### src/rtl/core/byte_stack_machine_execute_defines.svh
// Assertion macros for the byte stack machine execute unit.
// Each macro expects clk and rst_n in scope where it is used.
`ifndef BYTE_STACK_MACHINE_EXECUTE_DEFINES_SVH
`define BYTE_STACK_MACHINE_EXECUTE_DEFINES_SVH

// Same-cycle implication, disabled during reset.
`define BSM_ASSERT_IMPL(label, ante, cons) \
    label: assert property (@(posedge clk) disable iff (!rst_n) (ante) |-> (cons)) \
        else $error("bsm same-cycle check failed");

// Next-cycle implication, disabled during reset.
`define BSM_ASSERT_NEXT(label, ante, cons) \
    label: assert property (@(posedge clk) disable iff (!rst_n) (ante) |=> (cons)) \
        else $error("bsm next-cycle check failed");

`endif

### src/rtl/core/bsm_pkg.sv
// Shared types and constants of the byte stack machine execute unit.
// No dependencies; bsm_in_if, bsm_alu and the execute unit import it.
`default_nettype none

package bsm_pkg;

    localparam int unsigned OP_BITS   = 5;
    localparam int unsigned SLOT_BITS = 32;

    typedef enum logic [4:0] {
        OP_HALT  = 5'd0,
        OP_PUSH  = 5'd1,
        OP_POP   = 5'd2,
        OP_ADD   = 5'd3,
        OP_SUB   = 5'd4,
        OP_MUL   = 5'd5,
        OP_DIV   = 5'd6,
        OP_MOV   = 5'd7,
        OP_JMP   = 5'd8,
        OP_SWAP  = 5'd9,
        OP_PUSHX = 5'd10,
        OP_POPX  = 5'd11,
        OP_JE    = 5'd12,
        OP_JNE   = 5'd13,
        OP_JLT   = 5'd14,
        OP_JGT   = 5'd15,
        OP_SETX  = 5'd16,
        OP_GETX  = 5'd17
    } bsm_op_t;

    typedef enum logic [2:0] {
        F_NONE  = 3'd0,
        F_UNDER = 3'd1,
        F_OVER  = 3'd2,
        F_DIVZ  = 3'd3,
        F_SLOT  = 3'd4
    } bsm_fault_t;

    // Instruction lengths in code bytes
    localparam int unsigned LEN_SHORT = 1;
    localparam int unsigned LEN_PUSH  = 2;
    localparam int unsigned LEN_JUMP  = 2;
    localparam int unsigned LEN_SLOT  = 5;
    localparam int unsigned LEN_MOV   = 6;

    // Restoring divide: one quotient bit per step
    localparam logic [2:0] DIV_LAST = 3'd7;

    typedef enum logic [2:0] {
        S_IDLE,
        S_EXEC,
        S_DIV,
        S_FINISH
    } bsm_state_t;

    typedef enum logic [1:0] {
        ALU_ADD,
        ALU_SUB,
        ALU_MUL
    } alu_op_t;

    typedef struct packed {
        alu_op_t    op;
        logic [8:0] a;
        logic [7:0] b;
    } alu_req_t;

    typedef struct packed {
        logic [8:0] result;
        logic       less;
        logic       equal;
    } alu_rsp_t;

endpackage

`default_nettype wire

### src/rtl/core/bsm_alu.sv
// Shared byte ALU: add, subtract and multiply, with unsigned compare flags.
// Depends on bsm_pkg for the request and response structs.
`default_nettype none

module bsm_alu
    import bsm_pkg::*;
(
    input  alu_req_t req,
    output alu_rsp_t rsp
);

    logic [9:0]  diff;
    logic [8:0]  sum;
    logic [7:0]  prod;

    assign diff = {1'b0, req.a} - {2'b00, req.b};
    assign sum  = req.a + {1'b0, req.b};
    // keep the low byte of the product only
    assign prod = req.a[7:0] * req.b;

    always_comb
    begin
        unique case (req.op)
            ALU_ADD: rsp.result = sum;
            ALU_SUB: rsp.result = diff[8:0];
            ALU_MUL: rsp.result = {1'b0, prod};
            default: rsp.result = diff[8:0];
        endcase
        // borrow out of the 10-bit difference means a < b
        rsp.less  = diff[9];
        rsp.equal = (diff == 10'd0);
    end

endmodule

`default_nettype wire

### config.mk
export PLATFORM = sky130hd
export DESIGN_NAME = bsm_alu
export DESIGN_NICKNAME = d
export VERILOG_FILES = /design/src/rtl/core/byte_stack_machine_execute_defines.svh /design/src/rtl/core/bsm_pkg.sv /design/src/rtl/core/bsm_alu.sv
export SDC_FILE = /design/constraint.sdc
export NUM_CORES = 1
export LEC_CHECK = 0
export BUFFER_PORTS_ARGS = -buffer_cell sky130_fd_sc_hd__buf_2
export CELL_PAD_IN_SITES_DETAIL_PLACEMENT = 0
export CELL_PAD_IN_SITES_GLOBAL_PLACEMENT = 1
export CORE_MARGIN = 3
export CORE_UTILIZATION = 45
export DETAILED_ROUTE_END_ITERATION = 7
export GPL_ROUTABILITY_DRIVEN = 0
export PLACE_DENSITY = 0.94
export SLEW_MARGIN = 40
export SYNTH_ARGS = -nofsm -noshare
export SYNTH_HDL_FRONTEND = slang
export SYNTH_SLANG_ARGS = --single-unit
### constraint.sdc
create_clock -name vclk -period 7.8
set_input_delay 0.39 -clock vclk [all_inputs]
set_output_delay 0.39 -clock vclk [all_outputs]
set_load 0.005 [all_outputs]
==> key figures <==
Yosys
  • Post-Synthesis Mean Instance Area: 7.551 µm²
  • Summed instance area of the synthesized netlist: between 1500 and 2000 µm²
  • Share of the yosys chip area belonging to registers: 0%
  • Synth warn: 0
  • Instance count of the mapped netlist: 228
  • Synthesized Nets: 293
  • Synth cell types: 33

Finish
  • Final instance area: 1899 µm²
  • Leading cell type in the layout, fill and taps excluded: sky130_fd_sc_hd__inv_1
  • Diodes inserted: 0
  • Count of sequential standard cells: 0
  • Fraction of final layout cells sized beyond drive strength 1: 13.89%
  • Seq. cell area: 0 µm²
  • Clock buffer count: 0
  • Most used cells in the layout excluding fill and tap cells: sky130_fd_sc_hd__inv_1, sky130_fd_sc_hd__ha_1, sky130_fd_sc_hd__buf_2
  • Filler Cell Count: 367
  • Layout area overhead: 10.32%
  • Final net count: 319

Hold path
  • Hold path depth: 4
  • Hold/Removal Path Class: in2out

Pwr
  • Net switching power: around 110 µW
  • Total power per unit cell area: ~110 nW/µm²
  • Internal Pwr Total: approximately 93 µW
  • Relative contribution of combinational cells to total power: 100.0%
  • Leakage power figure: 0.9841 nW
  • Total power after layout: 200.2 µW
  • Fraction of power consumed by sequential logic: 0%
  • Sw Share: 53.59%
  • Part of the total power dissipated in the clock network: 0%
  • IR Drop Worst-Case VDD: around 0.000044 V

Run
  • Max-capacitance violation count: 0

Place
  • Standard cell area after detailed placement: 1899 µm²
  • Half-perimeter wire length of the detailed placement result: 3326 µm
  • Port Buffer Count: 30

Route
  • Drt pass-1 iters: 4
  • Total number of vias: 1,512
  • Average routed wire per standard cell: 12.86 µm
  • Mean number of vias per cell: 5.074
  • 1st-iter DRT viols: 81
  • Remaining DRCs: 0
  • Antenna-violating nets left: 0
  • Routed wire length: 3831 µm

Timing
  • Max_slew headroom: 66.37%
  • Aggregate negative setup slack: 0 ns
  • Max Transition Viols Final: 0
  • Timing-limited maximum frequency: 228.0 MHz
  • Post-route clock period utilization: 56.23%
  • Hold violation total from the final report: 0
  • Unrepaired setup endpoints after global routing: false
  • Post-layout minimum cycle time: 4.386 ns
  • Final setup violation count: 0
  • Slew of the pin with the lowest slew margin: 0.4979 ns

Worst setup path
  • Startpoint types: primary input
  • Critical path arrival: 4.00 ns
  • WS Path Type: in2out
  • Largest fanout on the critical path: 7
  • CP Capture Type: output port
  • WP data required: 7.41 ns

Outcome
  • Outcome: finished, final reports clean

Die
  • Num ports: 30
  • Die boundary width: about 68 µm
  • Core box area: 3495 µm²
  • Area of the die: 4604 µm²
  • Starting Density: between 40% and 50%
  • Die extent in y: between 60 and 70 µm
  • FP Rows: 21

Clocking
  • Post-CTS sizing: 0
  • Total of hold buffers inserted after clock tree synthesis: 0
  • Buffers inserted by post-CTS timing repair: 0

Global routing
  • Number of antenna violations at the first check in global routing: 0
  • Number of global-route vias before repair: 1,495
  • All-layer global routing usage: 18.84%
  • Global route overflow: 0
  • Global-route wire length before repair: 6817 µm
  • Pin count of the biggest net entering global routing: 15
==> layout make-up <==
class	instances	area, µm²	area share [%]
Tap cell	46	57.56	3.030
Inverter	37	138.9	7.312
Multi-Input combinational cell	185	1553	81.75
Timing Repair Buffer	30	150.1	7.905
==> layer usage <==
metal	global-route usage [%]	vias to the layer above	wire [µm]
met5	0	-	0
li1	-	790	-
met1	29.13	692	1936
met3	0	0	128
met4	0	0	0
met2	31.35	30	1766
==> cells in the mapped netlist (3+ instances only) <==
| library cell | instances | share of area [%] |
|---|---|---|
| sky130_fd_sc_hd__inv_1 | 37 | 8.1 |
| sky130_fd_sc_hd__ha_1 | 32 | 23 |
| sky130_fd_sc_hd__nor2_1 | 24 | 5.2 |
| sky130_fd_sc_hd__nand2_1 | 17 | 3.7 |
| sky130_fd_sc_hd__xnor2_1 | 16 | 8.1 |
| sky130_fd_sc_hd__fa_1 | 14 | 16 |
| sky130_fd_sc_hd__a21oi_1 | 12 | 3.5 |
| sky130_fd_sc_hd__and2_1 | 10 | 3.6 |
| sky130_fd_sc_hd__o21ai_0 | 10 | 2.9 |
| sky130_fd_sc_hd__xor2_1 | 10 | 5.1 |
| sky130_fd_sc_hd__o21a_1 | 6 | 2.6 |
| sky130_fd_sc_hd__clkbuf_1 | 4 | 0.87 |
| sky130_fd_sc_hd__nor2b_1 | 4 | 1.5 |
| sky130_fd_sc_hd__a21o_1 | 3 | 1.3 |
| sky130_fd_sc_hd__nand2b_1 | 3 | 1.1 |
| sky130_fd_sc_hd__o31a_1 | 3 | 1.5 |
==> per-stage QoR <==
stage | instances | worst slack [ns] | hold WS [ns] | util [%]
3_3_place_gp | 298 | 3.426 | 1.158 | 54.35
5_1_grt | 298 | 3.224 | 1.186 | 54.35
3_5_place_dp | 298 | 3.371 | 1.158 | 54.35
6_report | 298 | 3.414 | 1.163 | 54.35
4_1_cts | 298 | 3.368 | 1.160 | 54.35
2_1_floorplan | 228 | 3.863 | 0.9058 | -
==> cells by family after synthesis <==
| group | count (synthesis) | synth area share (%) |
|---|---|---|
| xor gates and xnor gates | 26 | 13.23 |
| buffers and inverters | 43 | 9.810 |
| adders and majority gates | 46 | 39.53 |
| and+or+nand+nor | 66 | 18.17 |
| AOI/OAI and AO/OA | 45 | 18.10 |
| muxes | 2 | 1.163 |
==> worst max-delay path: stages <==
cell	delay, ns
sky130_fd_sc_hd__buf_2	0.11
sky130_fd_sc_hd__inv_1	0.20
sky130_fd_sc_hd__nor2_1	0.11
sky130_fd_sc_hd__fa_1	0.46
sky130_fd_sc_hd__fa_1	0.49
sky130_fd_sc_hd__ha_1	0.29
sky130_fd_sc_hd__inv_1	0.05
sky130_fd_sc_hd__fa_1	0.52
sky130_fd_sc_hd__inv_1	0.04
sky130_fd_sc_hd__ha_1	0.32
sky130_fd_sc_hd__a21o_1	0.17
sky130_fd_sc_hd__a21oi_1	0.16
sky130_fd_sc_hd__xnor2_1	0.16
sky130_fd_sc_hd__xnor2_1	0.15
sky130_fd_sc_hd__nor2_1	0.07
sky130_fd_sc_hd__a221oi_2	0.16
sky130_fd_sc_hd__buf_2	0.14
==> worst paths after layout <==
| check | startpoint | endpoint | slack (ns) |
|---|---|---|---|
| max | req[8] | rsp[9] | 3.41 |
| min | req[16] | rsp[1] | 1.16 |
==> power by group through the flow <==
stage / clock network (mW) / registers (mW) / logic [mW]
global route: 0 / 0 / 0.231
CTS: 0 / 0 / 0.203
finish: 0 / 0 / 0.200
floorplan: 0 / 0 / 0.151
detailed placement: 0 / 0 / 0.202
global placement: 0 / 0 / 0.200
Power figures use the tool's default switching activity.
